$ cat config.mk
export PLATFORM = sky130hd
export DESIGN_NAME = look_disk_request_selector
export DESIGN_NICKNAME = d
export VERILOG_FILES = /design/src/hw/rtl/ldrs_pkg.sv /design/src/hw/rtl/look_disk_request_selector.sv /design/src/hw/rtl/ldrs_sector_ram.sv /design/src/hw/rtl/ldrs_candidate.sv
export SDC_FILE = /design/constraint.sdc
export NUM_CORES = 1
export LEC_CHECK = 0
export BUFFER_PORTS_ARGS = -buffer_cell sky130_fd_sc_hd__buf_2
export CELL_PAD_IN_SITES_DETAIL_PLACEMENT = 0
export CELL_PAD_IN_SITES_GLOBAL_PLACEMENT = 1
export CORE_MARGIN = 8
export CORE_UTILIZATION = 30
export CTS_CLUSTER_DIAMETER = 80
export CTS_CLUSTER_SIZE = 30
export DETAILED_ROUTE_END_ITERATION = 7
export GPL_TIMING_DRIVEN = 0
export PLACE_DENSITY_LB_ADDON = 0.1
export SETUP_SLACK_MARGIN = 0.02
export SLEW_MARGIN = 15
export SYNTH_ARGS = -nofsm -noshare
export SYNTH_HDL_FRONTEND = slang
export SYNTH_HIERARCHICAL = 1
export SYNTH_SLANG_ARGS = --single-unit
$ cat constraint.sdc
create_clock -name clk -period 14.1 [get_ports clk]
set_input_delay 2.115 -clock clk [delete_from_list [all_inputs] [get_ports clk]]
set_output_delay 2.115 -clock clk [all_outputs]
set_load 0.05 [all_outputs]
$ cat src/hw/rtl/ldrs_pkg.sv
// ----------------------------------------------------------------------------
// ldrs_pkg
// shared types and constants for the look disk request selector
// ----------------------------------------------------------------------------
package ldrs_pkg;

  localparam int SECTOR_W = 16;
  localparam int IDX_W    = 4;

  localparam logic CMD_WRITE  = 1'b0;
  localparam logic CMD_SELECT = 1'b1;

  typedef enum logic [1:0] {
    ST_IDLE,
    ST_SCAN,
    ST_DRAIN,
    ST_FINISH
  } state_t;

  // one slot as it leaves the read stage
  typedef struct packed {
    logic             vld;
    logic             waiting;
    logic [IDX_W-1:0] idx;
  } sample_t;

  // running best candidates on each side of the head
  typedef struct packed {
    logic             have_up;
    logic             have_down;
    logic [IDX_W-1:0] up_idx;
    logic [IDX_W-1:0] down_idx;
  } cand_t;

endpackage

$ cat src/hw/rtl/look_disk_request_selector.sv
// ----------------------------------------------------------------------------
// look_disk_request_selector
// LOOK scheduling over a pool of disk requests
// ----------------------------------------------------------------------------
// A write request sets or clears one pool slot and gives no result. A select
// request scans every slot through the single read port of the sector
// memory, one slot per cycle. The input stays stalled after the select is
// taken, through the scan state, the drain state for the last memory read
// and the finish state that loads the result, and longer while an earlier
// result still waits. The result then sits in an output register until the
// far side takes it, while writes and a new select may already go ahead.
// The result is the nearest waiting sector in the sweep direction (inward
// candidates limited to disk_size), the other side when only it has one, or
// the fallback index with used_fallback set. Equal sectors favour the lowest
// slot; a slot at the head is never chosen. The user must write disk_size
// through the cfg channel only while the block is idle; it is not enforced.
// ----------------------------------------------------------------------------
module look_disk_request_selector #(
  parameter int POOL_DEPTH = 16
) (
  input  logic        clk,
  input  logic        rst,

  input  logic        cfg_valid,
  output logic        cfg_ready,
  input  logic [15:0] cfg_data,

  input  logic        in_valid,
  output logic        in_stall,
  input  logic        command,
  input  logic [3:0]  entry_index,
  input  logic [15:0] entry_sector,
  input  logic        entry_waiting,
  input  logic [15:0] current_sector,
  input  logic        direction,
  input  logic [3:0]  fallback_index,

  output logic        out_valid,
  input  logic        out_stall,
  output logic [3:0]  selected_index,
  output logic        used_fallback
);

  localparam int AW = $clog2(POOL_DEPTH);
  localparam int IW = ldrs_pkg::IDX_W;
  localparam logic [AW-1:0] LAST_ADDR = AW'(POOL_DEPTH - 1);

  ldrs_pkg::state_t  state;
  ldrs_pkg::state_t  state_next;
  logic [AW-1:0]     rd_addr;
  logic [AW-1:0]     rd_addr_next;
  logic [15:0]       disk_size;
  logic [POOL_DEPTH-1:0] slot_waiting;
  logic [15:0]       head;
  logic              inward;
  logic [3:0]        fallback;
  ldrs_pkg::sample_t sample;
  ldrs_pkg::cand_t   cand;
  logic [15:0]       rd_sector;

  logic              in_accept;
  logic              start;
  logic              wr_en;
  logic [AW-1:0]     wr_addr;
  logic              rd_en;
  logic              load;
  logic              out_take;
  logic [3:0]        pick;
  logic              none;

  assign cfg_ready = 1'b1;

  always_ff @(posedge clk) begin
    if (rst) begin
      disk_size <= 16'hFFFF;
    end else if (cfg_valid && cfg_ready) begin
      disk_size <= cfg_data;
    end
  end

  assign in_stall  = state != ldrs_pkg::ST_IDLE;
  assign in_accept = in_valid && !in_stall;
  assign start     = in_accept && (command == ldrs_pkg::CMD_SELECT);
  assign wr_en     = in_accept && (command == ldrs_pkg::CMD_WRITE)
                     && ({5'b0, entry_index} < 9'(POOL_DEPTH));
  assign wr_addr   = AW'(entry_index);
  assign out_take  = out_valid && !out_stall;

  always_comb begin
    state_next   = state;
    rd_addr_next = rd_addr;
    rd_en        = 1'b0;
    load         = 1'b0;
    case (state)
      ldrs_pkg::ST_IDLE: begin
        rd_addr_next = '0;
        if (start) begin
          state_next = ldrs_pkg::ST_SCAN;
        end
      end
      ldrs_pkg::ST_SCAN: begin
        rd_en = 1'b1;
        if (rd_addr == LAST_ADDR) begin
          state_next = ldrs_pkg::ST_DRAIN;
        end else begin
          rd_addr_next = rd_addr + AW'(1);
        end
      end
      ldrs_pkg::ST_DRAIN: begin
        state_next = ldrs_pkg::ST_FINISH;
      end
      ldrs_pkg::ST_FINISH: begin
        if (!out_valid || out_take) begin
          load       = 1'b1;
          state_next = ldrs_pkg::ST_IDLE;
        end
      end
      default: begin
        state_next = ldrs_pkg::ST_IDLE;
      end
    endcase
  end

  always_ff @(posedge clk) begin
    if (rst) begin
      state   <= ldrs_pkg::ST_IDLE;
      rd_addr <= '0;
    end else begin
      state   <= state_next;
      rd_addr <= rd_addr_next;
    end
  end

  always_ff @(posedge clk) begin
    if (rst) begin
      slot_waiting <= '0;
    end else if (wr_en) begin
      slot_waiting[wr_addr] <= entry_waiting;
    end
  end

  always_ff @(posedge clk) begin
    if (start) begin
      head     <= current_sector;
      inward   <= direction;
      fallback <= fallback_index;
    end
  end

  // read stage, aligned with the registered memory data
  always_ff @(posedge clk) begin
    sample.waiting <= slot_waiting[rd_addr];
    sample.idx     <= IW'(rd_addr);
    if (rst) begin
      sample.vld <= 1'b0;
    end else begin
      sample.vld <= rd_en;
    end
  end

  ldrs_sector_ram #(
    .DEPTH  (POOL_DEPTH),
    .ADDR_W (AW)
  ) u_sector_ram (
    .clk     (clk),
    .wr_en   (wr_en),
    .wr_addr (wr_addr),
    .wr_data (entry_sector),
    .rd_en   (rd_en),
    .rd_addr (rd_addr),
    .rd_data (rd_sector)
  );

  ldrs_candidate u_candidate (
    .clk       (clk),
    .rst       (rst),
    .start     (start),
    .disk_size (disk_size),
    .head      (head),
    .sample    (sample),
    .sector    (rd_sector),
    .cand      (cand)
  );

  assign none = !cand.have_up && !cand.have_down;

  always_comb begin
    if (none) begin
      pick = fallback;
    end else if (!cand.have_up) begin
      pick = cand.down_idx;
    end else if (!cand.have_down) begin
      pick = cand.up_idx;
    end else if (inward) begin
      pick = cand.up_idx;
    end else begin
      pick = cand.down_idx;
    end
  end

  always_ff @(posedge clk) begin
    if (rst) begin
      out_valid <= 1'b0;
    end else if (load) begin
      out_valid <= 1'b1;
    end else if (out_take) begin
      out_valid <= 1'b0;
    end
  end

  always_ff @(posedge clk) begin
    if (load) begin
      selected_index <= pick;
      used_fallback  <= none;
    end
  end

`ifndef SYNTHESIS
  a_select_starts_scan: assert property (@(posedge clk) disable iff (rst)
    start |=> (state == ldrs_pkg::ST_SCAN) && (rd_addr == '0))
    else $error("select request did not start a scan at slot zero");

  a_scan_ends_after_last: assert property (@(posedge clk) disable iff (rst)
    (state == ldrs_pkg::ST_SCAN) && (rd_addr == LAST_ADDR)
    |=> (state == ldrs_pkg::ST_DRAIN) && sample.vld)
    else $error("scan did not drain after the last slot");

  a_sample_only_in_scan: assert property (@(posedge clk) disable iff (rst)
    sample.vld |-> (state == ldrs_pkg::ST_SCAN) || (state == ldrs_pkg::ST_DRAIN))
    else $error("slot sample outside a scan");

  a_no_write_while_busy: assert property (@(posedge clk) disable iff (rst)
    wr_en |-> (state == ldrs_pkg::ST_IDLE))
    else $error("pool written during a scan");

  a_result_loaded: assert property (@(posedge clk) disable iff (rst)
    load |=> out_valid && (used_fallback == $past(none))
    && (selected_index == $past(pick)))
    else $error("result register not loaded with the scan outcome");
`endif

endmodule

$ cat src/hw/rtl/ldrs_sector_ram.sv
// ----------------------------------------------------------------------------
// ldrs_sector_ram
// single write, single read sector store with registered read data
// ----------------------------------------------------------------------------
module ldrs_sector_ram #(
  parameter int DEPTH  = 16,
  parameter int ADDR_W = 4
) (
  input  logic                         clk,
  input  logic                         wr_en,
  input  logic [ADDR_W-1:0]            wr_addr,
  input  logic [ldrs_pkg::SECTOR_W-1:0] wr_data,
  input  logic                         rd_en,
  input  logic [ADDR_W-1:0]            rd_addr,
  output logic [ldrs_pkg::SECTOR_W-1:0] rd_data
);

  logic [ldrs_pkg::SECTOR_W-1:0] mem [DEPTH];

  always_ff @(posedge clk) begin
    if (wr_en) begin
      mem[wr_addr] <= wr_data;
    end
  end

  always_ff @(posedge clk) begin
    if (rd_en) begin
      rd_data <= mem[rd_addr];
    end
  end

endmodule

$ cat src/hw/rtl/ldrs_candidate.sv
// ----------------------------------------------------------------------------
// ldrs_candidate
// tracks the nearest waiting sector above and below the head over a scan
// ----------------------------------------------------------------------------
module ldrs_candidate (
  input  logic                          clk,
  input  logic                          rst,
  input  logic                          start,
  input  logic [ldrs_pkg::SECTOR_W-1:0] disk_size,
  input  logic [ldrs_pkg::SECTOR_W-1:0] head,
  input  ldrs_pkg::sample_t             sample,
  input  logic [ldrs_pkg::SECTOR_W-1:0] sector,
  output ldrs_pkg::cand_t               cand
);

  logic [ldrs_pkg::SECTOR_W:0]   best_up;
  logic [ldrs_pkg::SECTOR_W-1:0] best_down;
  logic                          above;
  logic                          below;
  logic                          up_better;
  logic                          down_better;

  assign above       = sector > head;
  assign below       = sector < head;
  assign up_better   = {1'b0, sector} < best_up;
  assign down_better = !cand.have_down || (sector > best_down);

  always_ff @(posedge clk) begin
    if (rst) begin
      cand.have_up   <= 1'b0;
      cand.have_down <= 1'b0;
    end else if (start) begin
      cand.have_up   <= 1'b0;
      cand.have_down <= 1'b0;
      best_up        <= {1'b0, disk_size} + {{ldrs_pkg::SECTOR_W{1'b0}}, 1'b1};
      best_down      <= '0;
      cand.up_idx    <= '0;
      cand.down_idx  <= '0;
    end else if (sample.vld && sample.waiting) begin
      if (above && up_better) begin
        cand.have_up <= 1'b1;
        best_up      <= {1'b0, sector};
        cand.up_idx  <= sample.idx;
      end
      if (below && down_better) begin
        cand.have_down <= 1'b1;
        best_down      <= sector;
        cand.down_idx  <= sample.idx;
      end
    end
  end

endmodule
==> summary.md, run 1 <==
| Metric | Value |
|---|---|
| NetSw | 0.751 mW |
| Syn Nets | 1108 |
| Sink Count | 386 |
| Grt total ovfl | 0 |
| CTS resizes | 0 |
| Multi-input gate area | 4840 sq um |
| Max Buffers Root-to-Sink | 3 |
| CTS root buf | clkbuf_16 |
| Syn Area/Cell | 16.5 sq um |
| PwrDens | 141 nW/um^2 |
| Worst vdd ir | 0.0765 mV |
| Status | completed |
| Post-synth EDFFs | 339 |
| Fin Clk Skew | 0.0544 ns |
| Area Growth Syn to Fin | 14.9% |
| Post-route antenna net violation count | 0 |
| RR Endpoint | u_candidate/best_down[12] |
| Max Fanout on Critical Path | 21 |
| Seq pwr share | 51.3% |
| Min Tclk post-route | 4.48 ns |
| Largest net degree at the start of global routing | 31 |
| Fin crit share | 31.8% |
| Post-Syn Area | 16300 sq um |
| Sw Ratio | 28.4% |
| Crit Path Class | in2reg |
| Placer Congestion | 0.721 |
| Slew margin rel. | 38.8% |
| R2R Setup Slk | 10.58 ns |
| Ports | 72 |
| CP Launch Type | primary input |
| Main synth FF type | edfxtp_1 |
| Port bufs | 70 |
| CP required | 14.34 ns |
| Hold path cells | 0 |
| Post-placement cell area | 17900 sq um |
| WHS Endpoint | sample[1] |
| FMAX | 0.223 GHz |
| Comb pwr share | 18.2% |
| DRC violations left | 0 |
| Post-Synthesis Cells | 991 |
| Final Hold Violating Endpoints | 0 |
| Worst hold path class | reg2reg |
| Setup bufs post-CTS | 0 |
| Register area | 11100 sq um |
| First-pass DRT Iterations | 6 |
| Die Wd | 249 um |
| CTS clk-pin slew, worst paths | 0.08 ns |
| Hold_buf cts | 0 |
| Commonest cells after routing, fill and taps aside | edfxtp_1, buf_2, inv_1 |
| Starting density of the core | 30.3% |
| Sequential area share after synthesis | 68.2% |
| Die height | 249 um |
| First-pass GRT wire length | 61800 um |
| Setup crit end kind | flop |
| Fin area | 18700 sq um |
| Clock buffer count from CTS | 25 |
| Internal power | 1.89 mW |
| Setup-failing EPs final | 0 |
| Ys async rst share | 0% |
| Initial antenna violation count | 0 |
| Core footprint | 53800 sq um |
| N_diodes | 0 |
| Total GRT Usage | 13.0% |
| Vias in the first global route | 9286 |
| Final Max Tran Viols | 0 |
| Most common cell after layout, fill and taps aside | edfxtp_1 |
| YS warnings | 6 |
| Synth Register Bits | 386 |
| DRT Wirelength | 41000 um |
| Reg2Reg Launch Point | state[0] |
| RSZ-0062 raised after global routing | no |
| Share of layout cells above drive strength 1 | 21.8% |
| FILL cells | 5188 |
| Setup_tns | 0 ns |
| Hold_sp | rd_addr[1] |
| Worst Tran Pin Value | 0.918 ns |
| Distinct cells, synth | 72 |
| Wire per inst | 22.5 um |
| CTS tree | done |
| Nets | 1225 |
| CTS H-Tree Depth | 1 |
| Lkg Pwr | 6.38 nW |
| Max cap viols | 0 |
| DP HPWL | 28600 um |
| Clk pwr share | 30.5% |
| Worst r2r path cells | 10 |
| Via/cell ratio | 4.84 |
| DIE AREA | 62100 sq um |
| CP arrival | 4.73 ns |
| FP Rows | 85 |
| Initial DRC count | 539 |
| Clock Latency Late Sink | 0.59 ns |
| Vias | 8818 |
metrics by stage:
stage               setup WS [ns]  power [mW]  cells  hold WS (ns)  util [%]
floorplan                    8.24        1.70    991         0.376         -
CTS                          9.66        2.70   1823         0.447      34.8
finish                       9.62        2.64   1823         0.454      34.8
global route                 9.53        2.78   1823         0.450      34.8
detailed placement           9.05        1.88   1777         0.438      33.2
global placement             4.83        1.87   1757         0.452      32.6
cell usage after synthesis, types with 17 or more instances:
cell	n	area (sq um)
a22oi_1	33	248
dfxtp_1	47	941
mux4_2	54	1220
a21oi_1	34	170
inv_1	55	206
ha_1	53	663
a211o_1	20	175
nor2_1	32	120
a21o_1	17	128
nor2b_1	47	294
clkbuf_1	24	90.1
edfxtp_1	339	10200
nand2_1	34	128
worst max path at each step:
stage,start,end
detailed placement,in_valid,u_candidate/best_down[9]
finish,in_valid,u_candidate/best_down[12]
global placement,in_valid,u_candidate/best_down[8]
floorplan,command,u_candidate/best_down[0]
global route,in_valid,u_candidate/best_down[12]
CTS,in_valid,u_candidate/best_down[5]
kinds of logic after synthesis:
family          count (synthesis)  share of synthesized area, %
xor+xnor                       14                         0.752
fa+ha+maj                      53                          4.07
flops                         386                          68.2
simple gates                  206                          7.39
other cells                     1                        0.0230
buf+inv                       101                          2.73
compound gates                155                          6.78
mux                            75                          10.1
power by group through the flow:
stage | registers [mW] | clock network [mW] | logic [mW]
detailed placement | 1.38 | 0 | 0.496
global placement | 1.39 | 0 | 0.480
finish | 1.35 | 0.805 | 0.482
floorplan | 1.37 | 0 | 0.332
CTS | 1.36 | 0.844 | 0.497
global route | 1.36 | 0.877 | 0.538
metal layers:
layer | track usage (%) | share of wire, %
met5 | 0 | 0
met4 | 2.48 | 1.8
met2 | 22.6 | 50
met1 | 17.3 | 46
met3 | 1.76 | 2.5
state kept, by name, summed over array words and instances (netlist names), 2 cells and up:
name                   cells
u_candidate/cand          10
disk_size                 16
head                      16
u_sector_ram/rd_data      16
u_sector_ram/mem         256
sample                     6
rd_addr                    4
selected_index             4
u_candidate/best_up       17
state                      2
fallback                   4
u_candidate/best_down     16
slot_waiting              16
worst max-delay path: stages:
cell and delay (ns):
buf_2 0.13, nand2_1 0.18, nor2_4 0.29, buf_12 0.23
clkbuf_1 0.49, inv_1 0.30, a311oi_4 0.69, buf_6 0.28
final cells by class:
type	instances	area share, %
multi-input cells	504	25.8
inverters	57	1.14
plain buffers	44	1.24
flip-flops and latches	386	59.4
clock inverters	19	1.31
clock buffers	27	3.38
repair buffers	90	3.06
well taps	696	4.65
Power figures use the tool's default switching activity.
==> run 2: changes to the inputs <==
Clock period 14.1 ns to 4.1 ns, I/O delays scaled along.
==> summary.md, run 2 (synthesized netlist as in run 1, its figures left out) <==
| Metric | Value |
|---|---|
| Grt met3 use | 1.93% (+0.17 points) |
| RR Endpoint | u_candidate/best_down[6] |
| Clock Latency Late Sink | 0.58 ns (about the same) |
| Max Fanout on Critical Path | 21 (unchanged) |
| Post-route antenna net violation count | 0 (unchanged) |
| Min Tclk post-route | 3.56 ns |
| Fin crit share | 86.8% |
| Nets | 1227 (+0.16%) |
| Starting density of the core | 30.3% (unchanged) |
| Max reg flops | 256 (unchanged) |
| Dpl cells | 1777 (unchanged) |
| CTS tree | done |
| Sink Count | 386 (unchanged) |
| CTS clk-pin slew, worst paths | 0.10 ns (+0.02 ns) |
| First-pass GRT wire length | 60800 um (-1.6%) |
| Max incr delay on CP | 0.69 ns (about the same) |
| Vias in the first global route | 9262 (-0.26%) |
| Max Buffers Root-to-Sink | 3 (unchanged) |
| Final Hold Violating Endpoints | 0 (unchanged) |
| DIE AREA | 62100 sq um (unchanged) |
| Crit path from | state[0] |
| CTS root buf | clkbuf_16 |
| RSZ-0062 raised after global routing | no |
| FMAX | 0.281 GHz |
| Commonest cells after routing, fill and taps aside | edfxtp_1, buf_2, inv_1 |
| Worst hold path class | in2reg |
| Initial antenna violation count | 0 (unchanged) |
| Most common cell after layout, fill and taps aside | edfxtp_1 |
| CP arrival | 3.83 ns (-0.90 ns) |
| Worst r2r path cells | 10 (unchanged) |
| Wire per inst | 22.4 um (-0.38%) |
| Worst-path cell chain | inv_1 > ha_1 > buf_2 > inv_1 > nor2_4 > buf_12 > clkbuf_1 > inv_1 > a311oi_4 > buf_6 |
| Fin Clk Skew | 0.0215 ns (-0.0329 ns) |
| Die height | 249 um (unchanged) |
| Setup bufs post-CTS | 0 (unchanged) |
| Total GRT Usage | 12.8% (-0.16 points) |
| Final std cells w/o fill | 1827 (+0.22%) |
| Final total power | 9.54 mW (+260%) |
| Setup-failing EPs final | 0 (unchanged) |
| GR Util met2 | 22.2% (-0.42 points) |
| Core footprint | 53800 sq um (unchanged) |
| Initial DRC count | 496 (-8.0%) |
| Worst vdd ir | 0.318 mV (+320%) |
| Reg2Reg Launch Point | state[0] |
| Lkg Pwr | 6.48 nW (+1.5%) |
| Grt total ovfl | 0 (unchanged) |
| Area Growth Syn to Fin | 16.1% |
| CP max stage cell | a311oi_4 |
| Setup_tns | 0 ns (unchanged) |
| Clock buffer count from CTS | 27 (+8.0%) |
| R2R Setup Slk | 0.54 ns (-10.04 ns) |
| Ports | 72 (unchanged) |
| Via/cell ratio | 4.86 (+0.43%) |
| Hold path cells | 1 (+1) |
| Setup crit end kind | flop |
| CTS resizes | 0 (unchanged) |
| CP dominant cell by count | inv_1 |
| PwrDens | 504 nW/um^2 (+260%) |
| DRC violations left | 0 (unchanged) |
| Worst setup endpoint | u_candidate/best_down[6] |
| Status | completed |
| Vias | 8875 (+0.65%) |
| CP required | 4.37 ns (-9.97 ns) |
| N_diodes | 0 (unchanged) |
| Hold_buf cts | 0 (unchanged) |
| Fin util | 35.2% (+0.39 points) |
| Largest net degree at the start of global routing | 28 (-9.7%) |
| Port bufs | 70 (unchanged) |
| CP Launch Type | flop |
| Layer with the highest usage | met2 |
| Top Registers | u_sector_ram/mem: 256 flops, u_candidate/best_up: 17 flops |
| Setup ws final | 0.540 ns (-9.08 ns) |
| Final Max Tran Viols | 0 (unchanged) |
| Placer Congestion | 0.738 (+2.4%) |
| Top reg by flops | u_sector_ram/mem |
| Met1 usage | 17.0% (-0.29 points) |
| Crit Path Class | reg2reg |
| Share of layout cells above drive strength 1 | 22.3% (+0.45 points) |
| Fin area | 18900 sq um (+1.1%) |
| Hold WS | 0.205 ns (-0.250 ns) |
| Post-placement cell area | 17900 sq um (+0.13%) |
| First-pass DRT Iterations | 7 (+1) |
| DP HPWL | 28400 um (-0.64%) |
| Die Wd | 249 um (unchanged) |
| Slew margin rel. | 41.5% (+2.7 points) |
| FP Rows | 85 (unchanged) |
| Max cap viols | 0 (unchanged) |
| DRT Wirelength | 40900 um (-0.16%) |
| CTS H-Tree Depth | 1 (unchanged) |
| Worst Tran Pin Value | 0.870 ns (-0.0484 ns) |
| Setup WS pre-CTS | 0.550 ns (-8.50 ns) |
run 2: cell types whose count changed in the layout (fill, tap and decap cells not counted), sizes merged:
| cell | delta |
|---|---|
| clkinvlp | +1 |
| inv | +3 |
| bufinv | +3 |
| clkinv | -3 |
run 2: area by class of cell:
class / instances / area [sq um]
buffer: 44 / 231
clock buffer: 27 / 676
clock inverter: 23 / 387
fill: 5100 / 34900
inverter: 57 / 214
multi-input combinational: 504 / 4840
sequential: 386 / 11100
tap: 696 / 871
timing repair buffer: 90 / 597
run 2: worst max-delay path, delay by kind of cell (launching register included):
kind                     cells  cell delay (ns)
buffers and inverters        7             1.80
AO/OA/AOI/OAI                1             0.69
adder cells (fa/ha/maj)      1             0.15
flip-flops                   1             0.34
AND/OR/NAND/NOR              1             0.26
run 2: power by group:
part	leakage [nW]	switching, mW	total, mW	internal (mW)
clock	0.513	1.62	3.22	1.60
sequential	3.45	0.129	4.66	4.53
combinational	2.51	0.962	1.66	0.693
run 2: layer usage:
layer,wire length (um),vias up
met5,0,-
met4,629,0
met3,1270,36
met2,20000,109
met1,19000,4591
li1,-,4139
run 2: worst min-delay path by stage:
stage / from / endpoint / slack, ns
2_1_floorplan: rd_addr[1] / sample[1] / 0.38
6_report: fallback_index[2] / fallback[2] / 0.20
4_1_cts: fallback_index[2] / fallback[2] / 0.17
3_5_place_dp: rd_addr[1] / sample[1] / 0.44
5_1_grt: current_sector[0] / head[0] / 0.17
3_3_place_gp: rd_addr[1] / sample[1] / 0.45
==> run 3: changes to the inputs <==
Settings changed: SYNTH_HIERARCHICAL 1 to unset.
==> summary.md, run 3 <==
| Metric | Value |
|---|---|
| Fin crit share | 82.5% (-4.3 points) |
| CTS root buf | clkbuf_16 |
| Nets | 1151 (-6.2%) |
| Top Registers | u_sector_ram.mem: 256 flops, u_candidate.best_up: 17 flops |
| Area Growth Syn to Fin | 16.4% |
| Setup bufs post-CTS | 0 (unchanged) |
| Final std cells w/o fill | 1751 (-4.2%) |
| Commonest cells after routing, fill and taps aside | edfxtp_1, buf_2, mux4_1 |
| PwrDens | 491 nW/um^2 (-2.4%) |
| Ranking of synthesized cells by area | edfxtp_1, mux4_1, dfxtp_1 |
| Register area | 11100 sq um (unchanged) |
| Worst Tran Pin Value | 0.991 ns (+0.122 ns) |
| Post-Synthesis Cells | 919 (-7.3%) |
| CTS H-Tree Depth | 1 (unchanged) |
| Synth Register Bits | 386 (unchanged) |
| FMAX | 0.296 GHz (+5.2%) |
| Crit Path Class | reg2reg |
| Post-Syn Area | 16100 sq um (-1.1%) |
| Setup-failing EPs final | 0 (unchanged) |
| Worst vdd ir | 0.307 mV (-3.3%) |
| Vias in the first global route | 8632 (-6.8%) |
| Most frequent cell after synthesis | edfxtp_1 |
| CP Launch Type | flop |
| Reg2Reg Launch Point | u_sector_ram.rd_data[15] |
| Final total power | 9.22 mW (-3.3%) |
| Top reg by flops | u_sector_ram.mem |
| Grt total ovfl | 0 (unchanged) |
| FILL cells | 5105 (+0.098%) |
| Post-synth EDFFs | 339 (unchanged) |
| Clock buffer count from CTS | 27 (unchanged) |
| Setup WS pre-CTS | 0.671 ns (+0.121 ns) |
| Max reg flops | 256 (unchanged) |
| Fin area | 18800 sq um (-0.85%) |
| Ports | 72 (unchanged) |
| Worst r2r path cells | 7 (-3) |
| Fin Clk Skew | 0.0302 ns (+0.00864 ns) |
| Post-route antenna net violation count | 0 (unchanged) |
| Top post-synthesis cells by count | edfxtp_1, mux4_1, inv_1, ha_1, dfxtp_1 |
| Clock Latency Late Sink | 0.60 ns (+0.02 ns) |
| Share of layout cells above drive strength 1 | 18.5% (-3.8 points) |
| Sequential area share after synthesis | 69.0% (+0.75 points) |
| Hold_buf cts | 0 (unchanged) |
| Status | completed |
| Hold WS | 0.184 ns (-0.0208 ns) |
| YS warnings | 0 (-6) |
| Placer Congestion | 0.694 (-5.9%) |
| Syn Nets | 1036 (-6.5%) |
| R2R Setup Slk | 0.72 ns (+0.18 ns) |
| Distinct cells, synth | 47 (-35%) |
| Core footprint | 53500 sq um (-0.59%) |
| Max Buffers Root-to-Sink | 3 (unchanged) |
| Setup ws final | 0.716 ns (+0.176 ns) |
| Most common cell after layout, fill and taps aside | edfxtp_1 |
| Via/cell ratio | 4.67 (-3.9%) |
| Multi-input gate area | 4740 sq um (-2.1%) |
| Min Tclk post-route | 3.38 ns (-0.176 ns) |
| RR Endpoint | u_candidate.best_up[13] |
| CTS tree | done |
| N_diodes | 0 (unchanged) |
| Synth top area share | 63.1% (+0.69 points) |
| Post-placement cell area | 17800 sq um (-0.69%) |
| RSZ-0062 raised after global routing | no |
| DIE AREA | 61400 sq um (-1.0%) |
| Final Hold Violating Endpoints | 0 (unchanged) |
| Setup crit end kind | flop |
| Total GRT Usage | 13.1% (+0.28 points) |
| FP Rows | 85 (unchanged) |
| CP required | 4.39 ns (+0.02 ns) |
| CTS clk-pin slew, worst paths | 0.11 ns (about the same) |
| DRC violations left | 0 (unchanged) |
| Initial DRC count | 277 (-44%) |
| Vias | 8178 (-7.9%) |
| Wire per inst | 22.9 um (+2.3%) |
| Lkg Pwr | 6.43 nW (-0.76%) |
| Main synth FF type | edfxtp_1 |
| Dpl cells | 1701 (-4.3%) |
| Slew margin rel. | 33.9% (-7.6 points) |
| Max cap viols | 0 (unchanged) |
| Hold path cells | 1 (unchanged) |
| Sink Count | 386 (unchanged) |
| Syn Area/Cell | 17.5 sq um (+6.7%) |
| CTS resizes | 0 (unchanged) |
| Starting density of the core | 30.1% (-0.15 points) |
| Die height | 248 um (-0.51%) |
| Initial antenna violation count | 5 (+5) |
| Worst hold path class | in2reg |
| First-pass DRT Iterations | 4 (-3) |
| Largest net degree at the start of global routing | 31 (+11%) |
| Port bufs | 69 (-1.4%) |
| DRT Wirelength | 40100 um (-1.9%) |
| Fin util | 35.1% (-0.090 points) |
| Die Wd | 248 um (-0.51%) |
| Ys async rst share | 0% (unchanged) |
| Setup_tns | 0 ns (unchanged) |
| First-pass GRT wire length | 58500 um (-3.7%) |
| Final Max Tran Viols | 0 (unchanged) |
| CP arrival | 3.67 ns (-0.16 ns) |
| Max Fanout on Critical Path | 14 (-33%) |
| Area leader, netlist | edfxtp_1 |
| DP HPWL | 27500 um (-3.1%) |
| Hold_sp | current_sector[1] |
| WHS Endpoint | head[1] |
[run 3: cell count changes after synthesis, sizes merged, moves of 11 or more]
cell / delta
and2: +17
a22oi: -33
nor2b: -29
mux4: +18
nand2b: -11
[run 3: report_power, final]
part / internal [mW] / switching (mW)
combinational: 0.657 / 0.859
sequential: 4.51 / 0.122
clock: 1.38 / 1.69
[run 3: how the worst max path moves through the flow]
stage                               end  cells past startpoint                      from
4_1_cts         u_candidate.best_up[13]                      7  u_sector_ram.rd_data[15]
5_1_grt         u_candidate.best_up[13]                      7  u_sector_ram.rd_data[15]
2_1_floorplan  u_candidate.best_down[0]                      7   u_sector_ram.rd_data[7]
3_3_place_gp        u_candidate.cand[1]                      6   u_sector_ram.rd_data[1]
3_5_place_dp        u_candidate.cand[5]                      7  u_sector_ram.rd_data[15]
6_report        u_candidate.best_up[13]                      7  u_sector_ram.rd_data[15]
[run 3: area by class of cell]
cell class | instances | area share (%)
plain buffers | 35 | 1.13
well taps | 696 | 4.64
flip-flops and latches | 386 | 59.2
repair buffers | 86 | 3.25
clock buffers | 28 | 3.62
inverters | 54 | 1.08
multi-input cells | 444 | 25.2
clock inverters | 22 | 1.84
[run 3: cells by family after synthesis]
| logic type | share of synthesized area, % |
|---|---|
| AO/OA/AOI/OAI | 4.60 |
| XOR/XNOR | 0.815 |
| adder cells (fa/ha/maj) | 4.11 |
| buffers and inverters | 2.56 |
| flip-flops | 69.0 |
| multiplexers | 13.8 |
| other | 0.0233 |
| AND/OR/NAND/NOR | 5.10 |
[run 3: worst max-delay path: stages (launching register included)]
cell and delay (ns):
edfxtp_1 0.53, ha_1 0.38, nand4_1 0.15, nor4_1 0.76, a2111o_1 0.38, o2111ai_1 0.24, o22ai_4 0.42, buf_16 0.22
[run 3: routing by layer]
metal	GRT usage, %	share of wire (%)	up-vias
met5	0	0.085	-
met4	2.35	1.6	6
li1	-	-	3867
met3	2.21	2.8	37
met2	23.2	51	92
met1	16.9	45	4176
